## src/rtl/shpc_pkg.sv

```systemverilog
// Shared types, constants and the half-step table for the stepper position controller.
package shpc_pkg;

  localparam int MOTOR_COUNT = 3;
  localparam int SLOT_COUNT  = 3;
  localparam int PHASE_COUNT = 8;

  localparam int FUNC_W    = 2;
  localparam int MOTOR_W   = 2;
  localparam int TARGET_W  = 8;
  localparam int SPU_W     = 12;
  localparam int POS_W     = 5;
  localparam int IVL_W     = 8;
  localparam int STEPS_W   = 17;
  localparam int PHASE_W   = 3;
  localparam int COIL_W    = 4;
  localparam int REG_W     = 12;
  localparam int REG_IDX_W = 2;

  localparam logic [MOTOR_W-1:0] NO_MOTOR = 2'd3;

  localparam logic [SPU_W-1:0] SPU_RESET = 12'd2048;
  localparam logic [POS_W-1:0] MAX_POS_RESET = 5'd31;
  localparam logic [IVL_W-1:0] IVL_RESET = 8'd1;

  typedef enum logic [FUNC_W-1:0] {
    FUNC_TICK     = 2'd0,
    FUNC_MOVE     = 2'd1,
    FUNC_MOVE_ALL = 2'd2,
    FUNC_MARK     = 2'd3
  } func_t;

  typedef enum logic [REG_IDX_W-1:0] {
    REG_STEPS_PER_UNIT = 2'd0,
    REG_MAX_POSITION   = 2'd1,
    REG_STEP_INTERVAL  = 2'd2
  } reg_idx_t;

  typedef struct packed {
    logic [SPU_W-1:0] steps_per_unit;
    logic [POS_W-1:0] max_position;
    logic [IVL_W-1:0] step_interval;
  } cfg_t;

  typedef struct packed {
    logic [COIL_W-1:0]  coils_first;
    logic [COIL_W-1:0]  coils_second;
    logic [COIL_W-1:0]  coils_third;
    logic               relay_on;
    logic               busy_res;
    logic [MOTOR_W-1:0] active_motor;
    logic               rejected;
  } res_t;

  // Bit 3 drives the first coil.
  function automatic logic [COIL_W-1:0] half_step(input logic [PHASE_W-1:0] idx);
    logic [COIL_W-1:0] c;
    case (idx)
      3'd0:    c = 4'b0001;
      3'd1:    c = 4'b0011;
      3'd2:    c = 4'b0010;
      3'd3:    c = 4'b0110;
      3'd4:    c = 4'b0100;
      3'd5:    c = 4'b1100;
      3'd6:    c = 4'b1000;
      default: c = 4'b1001;
    endcase
    return c;
  endfunction

endpackage

```

## src/rtl/shpc_cmd_if.sv

```systemverilog
// Command channel: tick, move, move-all and mark words.
interface shpc_cmd_if;
  logic                           valid;
  logic                           ready;
  logic [shpc_pkg::FUNC_W-1:0]    func;
  logic [shpc_pkg::MOTOR_W-1:0]   motor;
  logic [shpc_pkg::TARGET_W-1:0]  target;

  modport source(output valid, func, motor, target, input ready);
  modport sink(input valid, func, motor, target, output ready);
endinterface

```

## src/rtl/shpc_res_if.sv

```systemverilog
// Result channel: coil patterns and status for each command word.
interface shpc_res_if;
  logic                          valid;
  logic                          ready;
  logic [shpc_pkg::COIL_W-1:0]   coils_first;
  logic [shpc_pkg::COIL_W-1:0]   coils_second;
  logic [shpc_pkg::COIL_W-1:0]   coils_third;
  logic                          relay_on;
  logic                          busy_res;
  logic [shpc_pkg::MOTOR_W-1:0]  active_motor;
  logic                          rejected;

  modport source(output valid, coils_first, coils_second, coils_third, relay_on, busy_res,
                 active_motor, rejected, input ready);
  modport sink(input valid, coils_first, coils_second, coils_third, relay_on, busy_res,
               active_motor, rejected, output ready);
endinterface

```

## src/rtl/shpc_cfg_regs.sv

```systemverilog
// Configuration registers: steps per unit, maximum position, step interval.
module shpc_cfg_regs (
  input  logic                           clk,
  input  logic                           rst,
  input  logic                           wr_en,
  input  logic [shpc_pkg::REG_IDX_W-1:0] wr_index,
  input  logic [shpc_pkg::REG_W-1:0]     wr_data,
  output shpc_pkg::cfg_t                 cfg
);

  always_ff @(posedge clk) begin
    if (rst) begin
      cfg.steps_per_unit <= shpc_pkg::SPU_RESET;
      cfg.max_position   <= shpc_pkg::MAX_POS_RESET;
      cfg.step_interval  <= shpc_pkg::IVL_RESET;
    end else if (wr_en) begin
      unique case (shpc_pkg::reg_idx_t'(wr_index))
        shpc_pkg::REG_STEPS_PER_UNIT: cfg.steps_per_unit <= wr_data[shpc_pkg::SPU_W-1:0];
        shpc_pkg::REG_MAX_POSITION:   cfg.max_position   <= wr_data[shpc_pkg::POS_W-1:0];
        shpc_pkg::REG_STEP_INTERVAL:  cfg.step_interval  <= wr_data[shpc_pkg::IVL_W-1:0];
        default: ;
      endcase
    end
  end

endmodule

```

## src/rtl/shpc_core.sv

```systemverilog
// Motion state and the single-pass next-state logic for one command word.
module shpc_core (
  input  logic                          clk,
  input  logic                          rst,
  input  logic                          take,
  input  logic [shpc_pkg::FUNC_W-1:0]   func,
  input  logic [shpc_pkg::MOTOR_W-1:0]  motor,
  input  logic [shpc_pkg::TARGET_W-1:0] target,
  input  shpc_pkg::cfg_t                cfg,
  output shpc_pkg::res_t                result
);

  localparam int SC = shpc_pkg::SLOT_COUNT;
  localparam int PW = shpc_pkg::POS_W;

  typedef struct packed {
    logic                          found;
    logic [shpc_pkg::MOTOR_W-1:0]  motor;
    logic [SC-1:0]                 pend;
    logic                          down;
    logic [shpc_pkg::STEPS_W-1:0]  steps;
  } start_t;

  logic [SC-1:0][PW-1:0]                  positions, positions_next;
  logic [SC-1:0][shpc_pkg::COIL_W-1:0]    coil_regs, coil_regs_next;
  logic [shpc_pkg::PHASE_W-1:0]           phase_index, phase_index_next;
  logic [shpc_pkg::STEPS_W-1:0]           steps_left, steps_left_next;
  logic                                   moving_down, moving_down_next;
  logic [shpc_pkg::MOTOR_W-1:0]           current_motor, current_motor_next;
  logic [SC-1:0]                          pending_motors, pending_motors_next;
  logic [PW-1:0]                          latched_target, latched_target_next;
  logic [shpc_pkg::IVL_W-1:0]             interval_count, interval_count_next;

  // Pick the first pending motor that actually has to move; clear the
  // pending bits up to and including it.
  function automatic start_t start_next(input logic [SC-1:0] pend,
                                        input logic [SC-1:0][PW-1:0] pos,
                                        input logic [PW-1:0] tgt,
                                        input shpc_pkg::cfg_t c);
    start_t s;
    logic [PW-1:0] sel_pos;
    logic [PW-1:0] delta;
    s.found = 1'b0;
    s.motor = shpc_pkg::NO_MOTOR;
    s.pend  = pend;
    s.down  = 1'b0;
    s.steps = '0;
    sel_pos = '0;
    for (int m = 0; m < SC; m++) begin
      if (!s.found && s.pend[m]) begin
        s.pend[m] = 1'b0;
        if (m < shpc_pkg::MOTOR_COUNT && pos[m] <= c.max_position && pos[m] != tgt) begin
          s.found = 1'b1;
          s.motor = shpc_pkg::MOTOR_W'(m);
          sel_pos = pos[m];
        end
      end
    end
    s.down  = tgt > sel_pos;
    delta   = s.down ? tgt - sel_pos : sel_pos - tgt;
    s.steps = shpc_pkg::STEPS_W'(c.steps_per_unit) * shpc_pkg::STEPS_W'(delta);
    if (!s.found) begin
      s.pend = '0;
    end
    return s;
  endfunction

  always_comb begin
    shpc_pkg::func_t                f;
    logic                           busy;
    logic                           rej;
    logic                           st_req;
    logic [SC-1:0]                  st_pend;
    logic [PW-1:0]                  st_tgt;
    logic [shpc_pkg::IVL_W-1:0]     ivl;
    logic [shpc_pkg::PHASE_W-1:0]   ph;
    start_t                         s;

    f       = shpc_pkg::func_t'(func);
    busy    = current_motor != shpc_pkg::NO_MOTOR;
    rej     = 1'b0;
    st_req  = 1'b0;
    st_pend = '0;
    st_tgt  = latched_target;
    ivl     = (cfg.step_interval == '0) ? shpc_pkg::IVL_W'(1) : cfg.step_interval;
    ph      = '0;

    positions_next      = positions;
    coil_regs_next      = coil_regs;
    phase_index_next    = phase_index;
    steps_left_next     = steps_left;
    moving_down_next    = moving_down;
    current_motor_next  = current_motor;
    pending_motors_next = pending_motors;
    latched_target_next = latched_target;
    interval_count_next = interval_count;

    if (take) begin
      unique case (f)
        shpc_pkg::FUNC_TICK: begin
          if (busy) begin
            if ({1'b0, interval_count} + 9'd1 < {1'b0, ivl}) begin
              interval_count_next = interval_count + 8'd1;
            end else begin
              interval_count_next = '0;
              if (steps_left != '0) begin
                ph = moving_down ? phase_index + 3'd1 : phase_index - 3'd1;
                phase_index_next = ph;
                coil_regs_next[current_motor] = shpc_pkg::half_step(ph);
                steps_left_next = steps_left - 17'd1;
              end else begin
                // Move done: release coils, store position, go to the next motor.
                coil_regs_next[current_motor] = '0;
                positions_next[current_motor] = latched_target;
                st_req  = 1'b1;
                st_pend = pending_motors;
              end
            end
          end
        end
        shpc_pkg::FUNC_MARK: begin
          if (busy) begin
            rej = 1'b1;
          end else begin
            for (int i = 0; i < SC; i++) begin
              positions_next[i] = cfg.max_position;
            end
          end
        end
        default: begin
          if (busy || target > shpc_pkg::TARGET_W'(cfg.max_position)) begin
            rej = 1'b1;
          end else if (f == shpc_pkg::FUNC_MOVE) begin
            if (int'(motor) >= shpc_pkg::MOTOR_COUNT) begin
              rej = 1'b1;
            end else begin
              st_req  = 1'b1;
              st_pend = SC'(1) << motor;
              st_tgt  = target[PW-1:0];
              latched_target_next = target[PW-1:0];
            end
          end else begin
            st_req  = 1'b1;
            for (int i = 0; i < SC; i++) begin
              st_pend[i] = (i < shpc_pkg::MOTOR_COUNT);
            end
            st_tgt  = target[PW-1:0];
            latched_target_next = target[PW-1:0];
          end
        end
      endcase
    end

    s = start_next(st_pend, positions_next, st_tgt, cfg);
    if (st_req) begin
      pending_motors_next = s.pend;
      if (s.found) begin
        current_motor_next  = s.motor;
        moving_down_next    = s.down;
        steps_left_next     = s.steps;
        interval_count_next = '0;
      end else begin
        current_motor_next  = shpc_pkg::NO_MOTOR;
      end
    end

    result.coils_first  = (0 < shpc_pkg::MOTOR_COUNT) ? coil_regs_next[0] : '0;
    result.coils_second = (1 < shpc_pkg::MOTOR_COUNT) ? coil_regs_next[1] : '0;
    result.coils_third  = (2 < shpc_pkg::MOTOR_COUNT) ? coil_regs_next[2] : '0;
    result.relay_on     = current_motor_next != shpc_pkg::NO_MOTOR;
    result.busy_res     = current_motor_next != shpc_pkg::NO_MOTOR;
    result.active_motor = current_motor_next;
    result.rejected     = rej;
  end

  always_ff @(posedge clk) begin
    if (rst) begin
      positions      <= '0;
      coil_regs      <= '0;
      phase_index    <= '0;
      steps_left     <= '0;
      moving_down    <= 1'b0;
      current_motor  <= shpc_pkg::NO_MOTOR;
      pending_motors <= '0;
      latched_target <= '0;
      interval_count <= '0;
    end else begin
      positions      <= positions_next;
      coil_regs      <= coil_regs_next;
      phase_index    <= phase_index_next;
      steps_left     <= steps_left_next;
      moving_down    <= moving_down_next;
      current_motor  <= current_motor_next;
      pending_motors <= pending_motors_next;
      latched_target <= latched_target_next;
      interval_count <= interval_count_next;
    end
  end

endmodule

```

## src/rtl/shpc_out_reg.sv

```systemverilog
// Result register: holds one result word and drives the result channel.
module shpc_out_reg (
  input  logic                 clk,
  input  logic                 rst,
  input  logic                 take,
  input  shpc_pkg::res_t       d,
  output logic                 ready,
  shpc_res_if.source           res
);

  logic           valid;
  shpc_pkg::res_t data;

  always_ff @(posedge clk) begin
    if (rst) begin
      valid <= 1'b0;
    end else if (take) begin
      valid <= 1'b1;
    end else if (res.ready) begin
      valid <= 1'b0;
    end
  end

  always_ff @(posedge clk) begin
    if (take) begin
      data <= d;
    end
  end

  // Take a new word when the register is empty or the held one leaves in the same cycle.
  assign ready            = !valid || res.ready;
  assign res.valid        = valid;
  assign res.coils_first  = data.coils_first;
  assign res.coils_second = data.coils_second;
  assign res.coils_third  = data.coils_third;
  assign res.relay_on     = data.relay_on;
  assign res.busy_res     = data.busy_res;
  assign res.active_motor = data.active_motor;
  assign res.rejected     = data.rejected;

endmodule

```

## src/rtl/stepper_half_step_position_controller_unit.sv

```systemverilog
// Top level of the half-step position controller for three unipolar steppers.
//
// Each command word (tick, move one motor, move all motors, mark all at maximum)
// is taken on a valid and ready handshake; its result word appears in the result
// register on the next cycle; a new word can be taken every cycle, and ready drops
// only while a result is held and the result side does not take it. The rate is
// set by the single registered pass from the command to the result register.
// Motion advances only on tick words: one half-step every step_interval ticks,
// steps_per_unit half-steps per unit of distance, then one more interval to
// release the coils and store the new position. Commands other than ticks
// that arrive while a move is running come back with rejected set. Configuration
// writes take effect on the next cycle and should be made while the block is idle.
module stepper_half_step_position_controller_unit (
  input  logic                           clk,
  input  logic                           rst,
  input  logic                           cfg_wr_en,
  input  logic [shpc_pkg::REG_IDX_W-1:0] cfg_wr_index,
  input  logic [shpc_pkg::REG_W-1:0]     cfg_wr_data,
  shpc_cmd_if.sink                       cmd,
  shpc_res_if.source                     res
);

  shpc_pkg::cfg_t cfg;
  shpc_pkg::res_t result;
  logic           ready;
  logic           take;

  assign cmd.ready = ready;
  assign take      = cmd.valid && ready;

  shpc_cfg_regs u_cfg (
    .clk      (clk),
    .rst      (rst),
    .wr_en    (cfg_wr_en),
    .wr_index (cfg_wr_index),
    .wr_data  (cfg_wr_data),
    .cfg      (cfg)
  );

  shpc_core u_core (
    .clk    (clk),
    .rst    (rst),
    .take   (take),
    .func   (cmd.func),
    .motor  (cmd.motor),
    .target (cmd.target),
    .cfg    (cfg),
    .result (result)
  );

  shpc_out_reg u_out (
    .clk   (clk),
    .rst   (rst),
    .take  (take),
    .d     (result),
    .ready (ready),
    .res   (res)
  );

endmodule

```

## src/flat_wrapper.sv

```systemverilog
// flat-port wrapper written by rule: the top's interface ports become plain ports
module stepper_half_step_position_controller_unit_flat 
  (clk, rst, cfg_wr_en, cfg_wr_index, cfg_wr_data, cmd_valid, cmd_func, cmd_motor, cmd_target, cmd_ready, res_valid, res_coils_first, res_coils_second, res_coils_third, res_relay_on, res_busy_res, res_active_motor, res_rejected, res_ready);
  shpc_cmd_if cmd_i ();
  shpc_res_if res_i ();
  input  logic clk;
  input  logic rst;
  input  logic cfg_wr_en;
  input  logic [shpc_pkg::REG_IDX_W-1:0] cfg_wr_index;
  input  logic [shpc_pkg::REG_W-1:0] cfg_wr_data;
  input wire logic [$bits(cmd_i.valid)-1:0] cmd_valid;
  input wire logic [$bits(cmd_i.func)-1:0] cmd_func;
  input wire logic [$bits(cmd_i.motor)-1:0] cmd_motor;
  input wire logic [$bits(cmd_i.target)-1:0] cmd_target;
  output wire logic [$bits(cmd_i.ready)-1:0] cmd_ready;
  output wire logic [$bits(res_i.valid)-1:0] res_valid;
  output wire logic [$bits(res_i.coils_first)-1:0] res_coils_first;
  output wire logic [$bits(res_i.coils_second)-1:0] res_coils_second;
  output wire logic [$bits(res_i.coils_third)-1:0] res_coils_third;
  output wire logic [$bits(res_i.relay_on)-1:0] res_relay_on;
  output wire logic [$bits(res_i.busy_res)-1:0] res_busy_res;
  output wire logic [$bits(res_i.active_motor)-1:0] res_active_motor;
  output wire logic [$bits(res_i.rejected)-1:0] res_rejected;
  input wire logic [$bits(res_i.ready)-1:0] res_ready;
  assign cmd_i.valid = cmd_valid;
  assign cmd_i.func = cmd_func;
  assign cmd_i.motor = cmd_motor;
  assign cmd_i.target = cmd_target;
  assign cmd_ready = cmd_i.ready;
  assign res_valid = res_i.valid;
  assign res_coils_first = res_i.coils_first;
  assign res_coils_second = res_i.coils_second;
  assign res_coils_third = res_i.coils_third;
  assign res_relay_on = res_i.relay_on;
  assign res_busy_res = res_i.busy_res;
  assign res_active_motor = res_i.active_motor;
  assign res_rejected = res_i.rejected;
  assign res_i.ready = res_ready;
  stepper_half_step_position_controller_unit u_core (.clk(clk), .rst(rst), .cfg_wr_en(cfg_wr_en), .cfg_wr_index(cfg_wr_index), .cfg_wr_data(cfg_wr_data), .cmd(cmd_i), .res(res_i));
endmodule
```

## config.mk

```make
export PLATFORM = sky130hd
export DESIGN_NAME = stepper_half_step_position_controller_unit_flat
export DESIGN_NICKNAME = d
export VERILOG_FILES = /design/src/rtl/shpc_pkg.sv /design/src/rtl/shpc_cmd_if.sv /design/src/rtl/shpc_res_if.sv /design/src/rtl/shpc_cfg_regs.sv /design/src/rtl/shpc_core.sv /design/src/rtl/shpc_out_reg.sv /design/src/rtl/stepper_half_step_position_controller_unit.sv /design/src/flat_wrapper.sv
export SDC_FILE = /design/constraint.sdc
export NUM_CORES = 1
export LEC_CHECK = 0
export BUFFER_PORTS_ARGS = -buffer_cell sky130_fd_sc_hd__clkbuf_2
export CELL_PAD_IN_SITES_DETAIL_PLACEMENT = 0
export CELL_PAD_IN_SITES_GLOBAL_PLACEMENT = 1
export CORE_UTILIZATION = 43
export DETAILED_ROUTE_END_ITERATION = 8
export GPL_TIMING_DRIVEN = 0
export PLACE_DENSITY_LB_ADDON = 0.1
export SLEW_MARGIN = 20
export SYNTH_ARGS = -nofsm -noshare
export SYNTH_HDL_FRONTEND = slang
export SYNTH_SLANG_ARGS = --single-unit
```

## constraint.sdc

```tcl
create_clock -name clk -period 11.5 [get_ports clk]
set_clock_uncertainty 0.2 [all_clocks]
set_input_delay 0.575 -clock clk [delete_from_list [all_inputs] [get_ports clk]]
set_output_delay 0.575 -clock clk [all_outputs]
set_load 0.1 [all_outputs]
```

==> results of run 1 <==
power breakdown:
part | internal, mW | switching (mW) | total, mW
registers | 0.396 | 0.0132 | 0.409
clock network | 0.153 | 0.163 | 0.316
logic | 0.112 | 0.210 | 0.322
per-layer routing:
metal | vias up | global-route usage | wire [um]
li1 | 3765 | - | -
met1 | 3619 | 0.3716 | 12760
met2 | 208 | 0.3974 | 11220
met3 | 26 | 0.04930 | 1493
met4 | 0 | 0.07583 | 482
met5 | - | 0 | 0
sequential cells by signal (all words and copies together), names as in the netlist:
signal / flops
u_core.u_out.res.coils_third: 4
u_core.u_core.current_motor: 2
u_core.u_out.res.coils_second: 4
u_core.u_out.res.active_motor: 2
u_core.u_cfg.cfg: 25
u_core.u_out.res.busy_res: 1
u_core.u_core.steps_left: 17
u_core.u_core.latched_target: 5
u_core.u_out.res.rejected: 1
u_core.u_out.res.valid: 1
u_core.u_core.positions: 15
u_core.u_core.moving_down: 1
u_core.u_core.coil_regs: 12
u_core.u_core.phase_index: 3
u_core.u_out.res.coils_first: 4
u_core.u_core.interval_count: 8
u_core.u_core.pending_motors: 2
synthesized netlist by cell type, types with 7 or more instances:
| library cell | instances | area share |
|---|---|---|
| inv_1 | 87 | 0.038 |
| and2_1 | 47 | 0.034 |
| mux2_2 | 12 | 0.016 |
| nand2b_1 | 22 | 0.016 |
| nor2_1 | 74 | 0.032 |
| a21o_1 | 14 | 0.012 |
| nand4_1 | 15 | 0.011 |
| xnor2_1 | 24 | 0.025 |
| edfxtp_1 | 16 | 0.056 |
| or4_1 | 8 | 0.0070 |
| and3_1 | 16 | 0.012 |
| ha_1 | 71 | 0.10 |
| nand3b_1 | 7 | 0.0061 |
| xor2_1 | 17 | 0.017 |
| a31oi_1 | 18 | 0.013 |
| a22o_1 | 7 | 0.0072 |
| nand2_1 | 78 | 0.034 |
| clkbuf_1 | 29 | 0.013 |
| nand3_1 | 23 | 0.013 |
| nor3_1 | 28 | 0.016 |
| a211oi_1 | 19 | 0.017 |
| mux2i_1 | 22 | 0.026 |
| dfxtp_1 | 91 | 0.21 |
| nor2b_1 | 24 | 0.018 |
| a21oi_1 | 71 | 0.041 |
| o21ai_0 | 29 | 0.017 |
| or3_1 | 9 | 0.0066 |
| fa_1 | 33 | 0.077 |
cells by family after synthesis:
| kind of cell | Yosys count | share of synthesized area |
|---|---|---|
| AO/OA/AOI/OAI | 224 | 0.1719 |
| XOR/XNOR | 41 | 0.04192 |
| adder cells (fa/ha/maj) | 104 | 0.1808 |
| buffers and inverters | 127 | 0.05770 |
| flip-flops | 107 | 0.2688 |
| multiplexers | 35 | 0.04280 |
| AND/OR/NAND/NOR | 381 | 0.2361 |
final cells by class:
type | instances | area [um2] | share of cell area
sequential | 107 | 2307 | 0.2315
inverter | 88 | 330.3 | 0.03314
clock inverter | 6 | 58.81 | 0.005900
buffer | 38 | 172.7 | 0.01732
clock buffer | 10 | 229.0 | 0.02297
multi-input combinational | 785 | 6056 | 0.6076
tap | 265 | 331.6 | 0.03327
timing repair buffer | 78 | 481.7 | 0.04833
cells in the final DEF, fill, tap and decap left out, types with 12 or more instances in the layout:
master    instances
a211oi_1         17
a21o_1           14
a21oi_1          64
a31oi_1          15
and2_1           47
and3_1           16
buf_4            33
clkbuf_1         25
clkbuf_2         48
dfxtp_1          89
edfxtp_1         16
fa_1             33
ha_1             69
inv_1            86
mux2_2           12
mux2i_1          18
nand2_1          77
nand2b_1         22
nand3_1          22
nand4_1          15
nor2_1           72
nor2b_1          24
nor3_1           26
o21ai_0          26
xnor2_1          22
xor2_1           17
path summary, 6_finish.rpt:
kind | from | to | slack [ns] | cells past startpoint
max | cmd_func[0] | u_core.u_core.steps_left[16] | 0.49 | 49
min | cfg_wr_data[10] | u_core.u_cfg.cfg[23] | 0.22 | 3
max reg2reg | u_core.u_core.steps_left[7] | u_core.u_core.steps_left[16] | 0.54 | 48
min reg2reg | u_core.u_core.pending_motors[2] | u_core.u_core.pending_motors[2] | 0.27 | 2
timing repair:
action | in CTS | in global routing
endpoints found under the setup margin | 13 | 9
gates resized for setup | 26 | 48
setup buffers | 16 | 14
pin swaps | 7 | 23
worst max-delay path, delay by kind of cell:
kind	cells	cell delay, ns
buffers and inverters	8	1.10
AOI/OAI and AO/OA	22	4.24
and+or+nand+nor	10	1.85
adders and majority gates	7	2.89
xor gates and xnor gates	1	0.15
muxes	1	0.27
==> flow_summary.yaml, run 1 <==
floorplan:
  dieWidth_um: 143.1
  io_pins: 50
  rows: 51
  die-height_um: 143.1
  initial_core_util: 0.4387
  coreArea_um2: 19530
  die-area_um2: 20490
sta:
  slew_violations: 0
  finalSetupTns_ns: 0
  min_period_over_period: 0.9572
  hold_violations: 0
  period_minus_slack_ns: 11.01
  setup_violations: 0
  holdWs_ns: 0.2232
  slew_headroom: 0.2377
  timing.final.ws_setup_ns: 0.4921
  max_freq_mhz: 90.84
  max_slew.worst_pin.slew_ns: 1.134
pwr:
  peakVddDrop_mv: 0.06739
  p_total_mw: 1.047
  p_leak_nw: 4.455
  power_density_nw_per_um2: 105.1
placed_design:
  port-buffer-count: 48
  post-place-ws_ns: -1.924
  gp_congestion: 0.8793
  dp.cells: 1332
  dp_hpwl_um: 19900
  place_area_um2: 9138
synthesis:
  yosysSeqAreaShare: 0.2688
  yosysWarnings: 0
  syn_inst: 1019
  synth_fp_nets: 1154
  ys_seq_elements: 107
  synthDistinctLibCells: 72
  ys.flop_type: "dfxtp_1"
  synth_area_um2: 8566
  avgSynthCellArea_um2: 8.406
  synth_edf_count: 16
  async_flop_share: 0
worst_setup_path:
  cpMaxStageDelayCell: "fa_1"
  cpPeakStageDelay_ns: 0.54
  crit_arrival_ns: 11.11
  start_kind: "input port"
  cp_max_fo: 10
  worst_ep_required_time_ns: 11.61
  endpoint_kind: "flop"
  critPathKind: "input port to flop"
  path_common_cell: "o21ai_0"
global_routing:
  grt_antenna_before_repair: 0
  gr-total-overflow: 0
  grt_max_degree: 21
  grt_pass1_vias: 7117
  track_usage: 0.2611
  grt_pass1_wl_um: 40230
cts:
  clock_path_buffers: 2
  cts.sinks: 107
  cts_buffers: 9
  clock_latency_ns: 0.37
  hold_buffers: 0
  cts_tree: "done"
  htree_num_levels: 3
  cts-root-buf: "clkbuf_16"
  path_clk_slew_ns: 0.08
route:
  via_per_inst: 5.532
  drc: 0
  drt_wl_total_um: 25950
  antenna_left: 0
  dr.pass1.iters: 5
  routed-via-count: 7618
  drtIter0Drc: 549
  wl_per_cell_um: 18.85
hold_path:
  holdCritPathClass: "input port to flop"
outcome:
  status: "finished, final reports clean"
finish:
  nNetsFinal: 1242
  diodes: 0
  finalCoreUtilization: 0.5104
  final_cells: 1377
  areaGrowthSynthToFinish_pct: 16.36
  fillCellCount: 1956
  drive_above_1_share: 0.1583
  fin_area_um2: 9967
flow_run:
  maxCapViolCount: 0
Note: power is estimated with default switching activity, not from simulation.
==> run 2: changes to the inputs <==
--- a/config.mk
+++ b/config.mk
@@ -11,7 +11,7 @@
 export CORE_UTILIZATION = 43
 export DETAILED_ROUTE_END_ITERATION = 8
 export GPL_TIMING_DRIVEN = 0
-export PLACE_DENSITY_LB_ADDON = 0.1
+export PLACE_DENSITY = 0.81
 export SLEW_MARGIN = 20
 export SYNTH_ARGS = -nofsm -noshare
 export SYNTH_HDL_FRONTEND = slang
==> flow_summary.yaml, run 2 (same netlist as run 1, synthesis figures left out) <==
pwr:
  p_total_mw: 1.051
  power_density_nw_per_um2: 106.0
  peakVddDrop_mv: 0.07236
  p_leak_nw: 4.451
floorplan:
  io_pins: 50
  coreArea_um2: 19530
  die-height_um: 143.1
  die-area_um2: 20490
  initial_core_util: 0.4387
  rows: 51
  dieWidth_um: 143.1
placed_design:
  dp_hpwl_um: 18910
  place_area_um2: 9146
  post-place-ws_ns: -1.834
  gp_congestion: 0.9279
  port-buffer-count: 48
  dp.cells: 1332
sta:
  holdWs_ns: 0.2314
  max_slew.worst_pin.slew_ns: 1.135
  hold_violations: 0
  setup_violations: 0
  timing.final.ws_setup_ns: 0.5199
  period_minus_slack_ns: 10.98
  slew_headroom: 0.2356
  slew_violations: 0
  max_freq_mhz: 91.07
  finalSetupTns_ns: 0
  min_period_over_period: 0.9548
route:
  routed-via-count: 7681
  antenna_left: 0
  drc: 0
  via_per_inst: 5.594
  drt_wl_total_um: 24890
  drtIter0Drc: 548
  dr.pass1.iters: 5
  wl_per_cell_um: 18.13
flow_run:
  maxCapViolCount: 0
finish:
  diodes: 0
  final_cells: 1373
  largest_register_ffs: 25
  layout_commonest_cell: "dfxtp_1"
  fin_area_um2: 9920
  drive_above_1_share: 0.1516
  reg_top3: "u_core.u_cfg.cfg (25), u_core.u_core.steps_left (17), u_core.u_core.positions (15)"
  finalCoreUtilization: 0.5080
  top_register: "u_core.u_cfg.cfg"
  nNetsFinal: 1238
  final_cell_mix: "dfxtp_1, inv_1, nand2_1"
  areaGrowthSynthToFinish_pct: 15.80
worst_setup_path:
  reg2reg_depth: 45
  cpPeakStageDelay_ns: 0.88
  start_kind: "flop"
  r2r-end: "u_core.u_core.steps_left[16]"
  critPathKind: "flop to flop"
  startpoint: "u_core.u_core.interval_count[0]"
  cp_max_fo: 8
  rr_startpoint: "u_core.u_core.interval_count[0]"
  endpoint_kind: "flop"
  worst_ep_required_time_ns: 11.61
  crit_end: "u_core.u_core.steps_left[16]"
  cpMaxStageDelayCell: "o21ai_0"
  r2r_setup_slack_ns: 0.52
  crit_arrival_ns: 11.09
global_routing:
  grt_max_degree: 23
  track_usage: 0.2534
  grt_pass1_vias: 7293
  gr-total-overflow: 0
  grt_antenna_before_repair: 0
  grt_pass1_wl_um: 39450
cts:
  cts_buffers: 9
  path_clk_slew_ns: 0.08
  clock_path_buffers: 2
  cts_tree: "done"
  htree_num_levels: 3
  hold_buffers: 0
  clock_latency_ns: 0.37
  cts-root-buf: "clkbuf_16"
  cts.sinks: 107
outcome:
  status: "finished, final reports clean"
hold_path:
  min-delay-start: "cfg_wr_data[9]"
  holdCritPathClass: "input port to flop"
-- run 2: cell count changes in the layout (fill, tap and decap cells not counted), sizes merged --
cell,before,now
clkbuf,83,82
buf,43,39
clkinvlp,1,0
inv,90,92
-- run 2: where the power goes --
part | switching [mW] | internal [mW]
combinational | 0.207 | 0.111
sequential | 0.0134 | 0.396
clock | 0.166 | 0.158
-- run 2: per-layer routing --
metal / vias up / GRT usage / wire (um)
li1: 3750 / - / -
met1: 3623 / 0.3486 / 11700
met2: 262 / 0.4049 / 11150
met3: 46 / 0.04024 / 1484
met4: 0 / 0.07810 / 561
met5: - / 0 / 0
-- run 2: area by class of cell --
cell class | count | area (um2)
plain buffers | 37 | 172.7
clock buffers | 9 | 225.2
clock inverters | 7 | 83.83
fillers | 1925 | 9607
inverters | 88 | 330.3
multi-input cells | 785 | 6008
flip-flops and latches | 107 | 2308
well taps | 265 | 331.6
repair buffers | 75 | 459.2
-- run 2: worst max-delay path: cells and delay by family, from the launching register on --
kind / cells / cell delay, ns
and+or+nand+nor: 9 / 1.68
adders and majority gates: 8 / 3.02
DFF: 1 / 0.40
muxes: 1 / 0.15
buffers and inverters: 5 / 0.72
xor gates and xnor gates: 2 / 0.38
AOI/OAI and AO/OA: 20 / 4.36
-- run 2: worst min-delay path by stage --
stage	end	slack, ns	depth (start not counted)
final	u_core.u_cfg.cfg[22]	0.23	3
after CTS	u_core.u_cfg.cfg[22]	0.22	3
after detailed placement	u_core.u_core.pending_motors[2]	0.25	2
after global placement	u_core.u_core.pending_motors[2]	0.24	2
after global routing	u_core.u_cfg.cfg[21]	0.25	3
after floorplan	u_core.u_core.pending_motors[2]	0.23	2
-- run 2: what timing repair did --
item / CTS / global route
buffers inserted: 13 / 14
pin swaps: 5 / 16
cloned: 0 / 0
resized for setup: 24 / 39
setup endpoints to repair: 13 / 9
==> run 3: changes to the inputs <==
--- a/config.mk
+++ b/config.mk
@@ -5,10 +5,11 @@
 export SDC_FILE = /design/constraint.sdc
 export NUM_CORES = 1
 export LEC_CHECK = 0
+export ABC_AREA = 1
 export BUFFER_PORTS_ARGS = -buffer_cell sky130_fd_sc_hd__clkbuf_2
 export CELL_PAD_IN_SITES_DETAIL_PLACEMENT = 0
 export CELL_PAD_IN_SITES_GLOBAL_PLACEMENT = 1
-export CORE_UTILIZATION = 43
+export CORE_UTILIZATION = 41
 export DETAILED_ROUTE_END_ITERATION = 8
 export GPL_TIMING_DRIVEN = 0
 export PLACE_DENSITY = 0.81
==> flow_summary.yaml, run 3 <==
outcome:
  status: "finished, final reports clean"
placed_design:
  dp.cells: 1710
  dp_hpwl_um: 21490
  post-place-ws_ns: -0.4979
  gp_congestion: 0.8841
  port-buffer-count: 49
sta:
  timing.final.ws_setup_ns: 0.8302
  rsz0062_at_grt: "no"
  min_period_over_period: 0.9278
  slew_violations: 0
  slew_headroom: 0.4399
  period_minus_slack_ns: 10.67
  holdWs_ns: 0.2267
  setup_violations: 0
  max_freq_mhz: 93.72
  finalSetupTns_ns: 0
  max_slew.worst_pin.slew_ns: 0.8402
  hold_violations: 0
worst_setup_path:
  r2r_setup_slack_ns: 0.83
  critPathKind: "flop to flop"
  cpPeakStageDelay_ns: 0.55
  worst_ep_required_time_ns: 11.57
  r2r-end: "u_core.u_core.steps_left[16]"
  endpoint_kind: "flop"
  cpMaxStageDelayCell: "fa_1"
  reg2reg_depth: 56
  crit_arrival_ns: 10.74
  rr_startpoint: "u_core.u_core.interval_count[0]"
  cp_max_fo: 10
  path_common_cell: "nand2_1"
  start_kind: "flop"
global_routing:
  grt_antenna_before_repair: 0
  gr-total-overflow: 0
  grt_pass1_vias: 8282
  track_usage: 0.2498
  grt_pass1_wl_um: 43130
  grt_max_degree: 23
finish:
  final_cell_mix: "nand2_1, inv_1, nor2_1"
  fillCellCount: 2353
  layout_commonest_cell: "nand2_1"
  areaGrowthSynthToFinish_pct: 11.07
  drive_above_1_share: 0.08840
  top_register: "u_core.u_cfg.cfg"
  largest_register_ffs: 25
  multi_input_area_um2: 5782
  nNetsFinal: 1578
  regArea_um2: 2302
  reg_top3: "u_core.u_cfg.cfg (25), u_core.u_core.steps_left (17), u_core.u_core.positions (15)"
  diodes: 0
  final_cells: 1728
route:
  drtIter0Drc: 588
  wl_per_cell_um: 15.56
  drc: 0
  antenna_left: 0
  routed-via-count: 8677
  drt_wl_total_um: 26890
  dr.pass1.iters: 6
  via_per_inst: 5.021
synthesis:
  synth_area_leaders: "dfxtp_1, nand2_1, ha_1, inv_1, nor2_1"
  avgSynthCellArea_um2: 6.573
  yosysWarnings: 0
  synth_fp_nets: 1516
  synth_most_common_cell: "nand2_1"
  yosys-top-cells-count: "nand2_1, inv_1, nor2_1"
  synth.top_cell.area_share: 0.2007
  synth_area_um2: 9077
  syn_inst: 1381
  synth_edf_count: 16
  async_flop_share: 0
  synthDistinctLibCells: 48
  synth.largest_area_cell: "dfxtp_1"
  ys.flop_type: "dfxtp_1"
  yosysSeqAreaShare: 0.2536
  ys_seq_elements: 107
pwr:
  p_leak_nw: 5.282
  power_density_nw_per_um2: 142.8
  peakVddDrop_mv: 0.07868
cts:
  cts-root-buf: "clkbuf_16"
  clock_path_buffers: 2
  cts.sinks: 107
  path_clk_slew_ns: 0.09
  cts_buffers: 9
  htree_num_levels: 3
  cts_tree: "done"
  clock_latency_ns: 0.37
floorplan:
  coreArea_um2: 21760
  die-height_um: 150.8
  initial_core_util: 0.4172
  die-area_um2: 22740
  dieWidth_um: 150.8
  rows: 54
  io_pins: 50
hold_path:
  hold_path_depth: 3
  holdCritPathClass: "input port to flop"
  min-delay-start: "cfg_wr_data[11]"
  hold_path_end: "u_core.u_cfg.cfg[24]"
flow_run:
  maxCapViolCount: 0
run 3: cell types whose count changed in the layout (fill, tap and decap cells not counted), sizes merged, moves of 19 or more:
cell,before,now
nand2,78,364
mux2i,22,0
nor2b,24,0
nand2b,22,0
buf,39,20
nor2,74,189
nand3,23,95
o21ai,36,58
and2,47,0
a21oi,71,92
nor3,29,7
xnor2,24,5
inv,92,230
run 3: per-stage QoR:
stage                     total power, mW  instance area, um2    util
after floorplan                    0.9232                9077       -
after global placement              1.087                9673  0.4446
after detailed placement            1.092                9673  0.4446
after CTS                           1.434               10000  0.4598
after global routing                1.550               10080  0.4634
final                               1.440               10080  0.4634
run 3: cell families (layout without fill, tap and decap cells):
logic type	count (synthesis)	in the layout	share of synthesized area
muxes	1	1	0.001240
AOI/OAI and AO/OA	178	178	0.1090
xor gates and xnor gates	33	33	0.03184
adders and majority gates	104	104	0.1706
buffers and inverters	269	336	0.1167
and+or+nand+nor	689	689	0.3169
DFF	107	107	0.2536
run 3: worst max path at each step:
stage,startpoint,end,slack [ns],cells past startpoint
floorplan,u_core.u_out.res.valid,u_core.u_core.steps_left[16],1.47,45
global placement,u_core.u_core.interval_count[0],u_core.u_core.steps_left[16],-0.48,55
detailed placement,u_core.u_core.interval_count[0],u_core.u_core.steps_left[16],-0.50,55
CTS,u_core.u_core.interval_count[0],u_core.u_core.steps_left[16],0.18,55
global route,u_core.u_core.interval_count[0],u_core.u_core.steps_left[16],0.004,58
finish,u_core.u_core.interval_count[0],u_core.u_core.steps_left[16],0.83,56
run 3: where the power goes:
group / internal, mW / switching [mW] / total (mW)
combinational: 0.214 / 0.468 / 0.683
sequential: 0.406 / 0.0166 / 0.423
clock: 0.158 / 0.176 / 0.334
total: 0.779 / 0.661 / 1.44
run 3: area by class of cell:
type                    instances  share of cell area
plain buffers                  40             0.02097
clock buffers                   9             0.02234
clock inverters                 7            0.009059
inverters                     229             0.08526
multi-input cells            1005              0.5735
flip-flops and latches        107              0.2283
well taps                     280             0.03475
repair buffers                 51             0.02581
run 3: critical path: cells and delay by family (launching register included):
family | cells | cell delay, ns
compound gates | 11 | 2.19
xor+xnor | 3 | 0.61
fa+ha+maj | 8 | 3.02
buf+inv | 8 | 0.89
flops | 1 | 0.41
mux | 1 | 0.36
simple gates | 25 | 2.88
run 3: per-layer routing:
metal / up-vias / GRT usage / wire, um
li1: 4469 / - / -
met1: 3886 / 0.3327 / 12220
met2: 273 / 0.4101 / 12200
met3: 49 / 0.03645 / 1656
met4: 0 / 0.08900 / 818
met5: - / 0 / 0
run 3: timing repair:
item                       in CTS  in global routing
hold buffers                    0                  0
pin swaps                       0                  3
hold endpoints to repair        0                  0
setup buffers                   0                  2
gates resized for setup         3                 24
setup endpoints to repair       5                  7
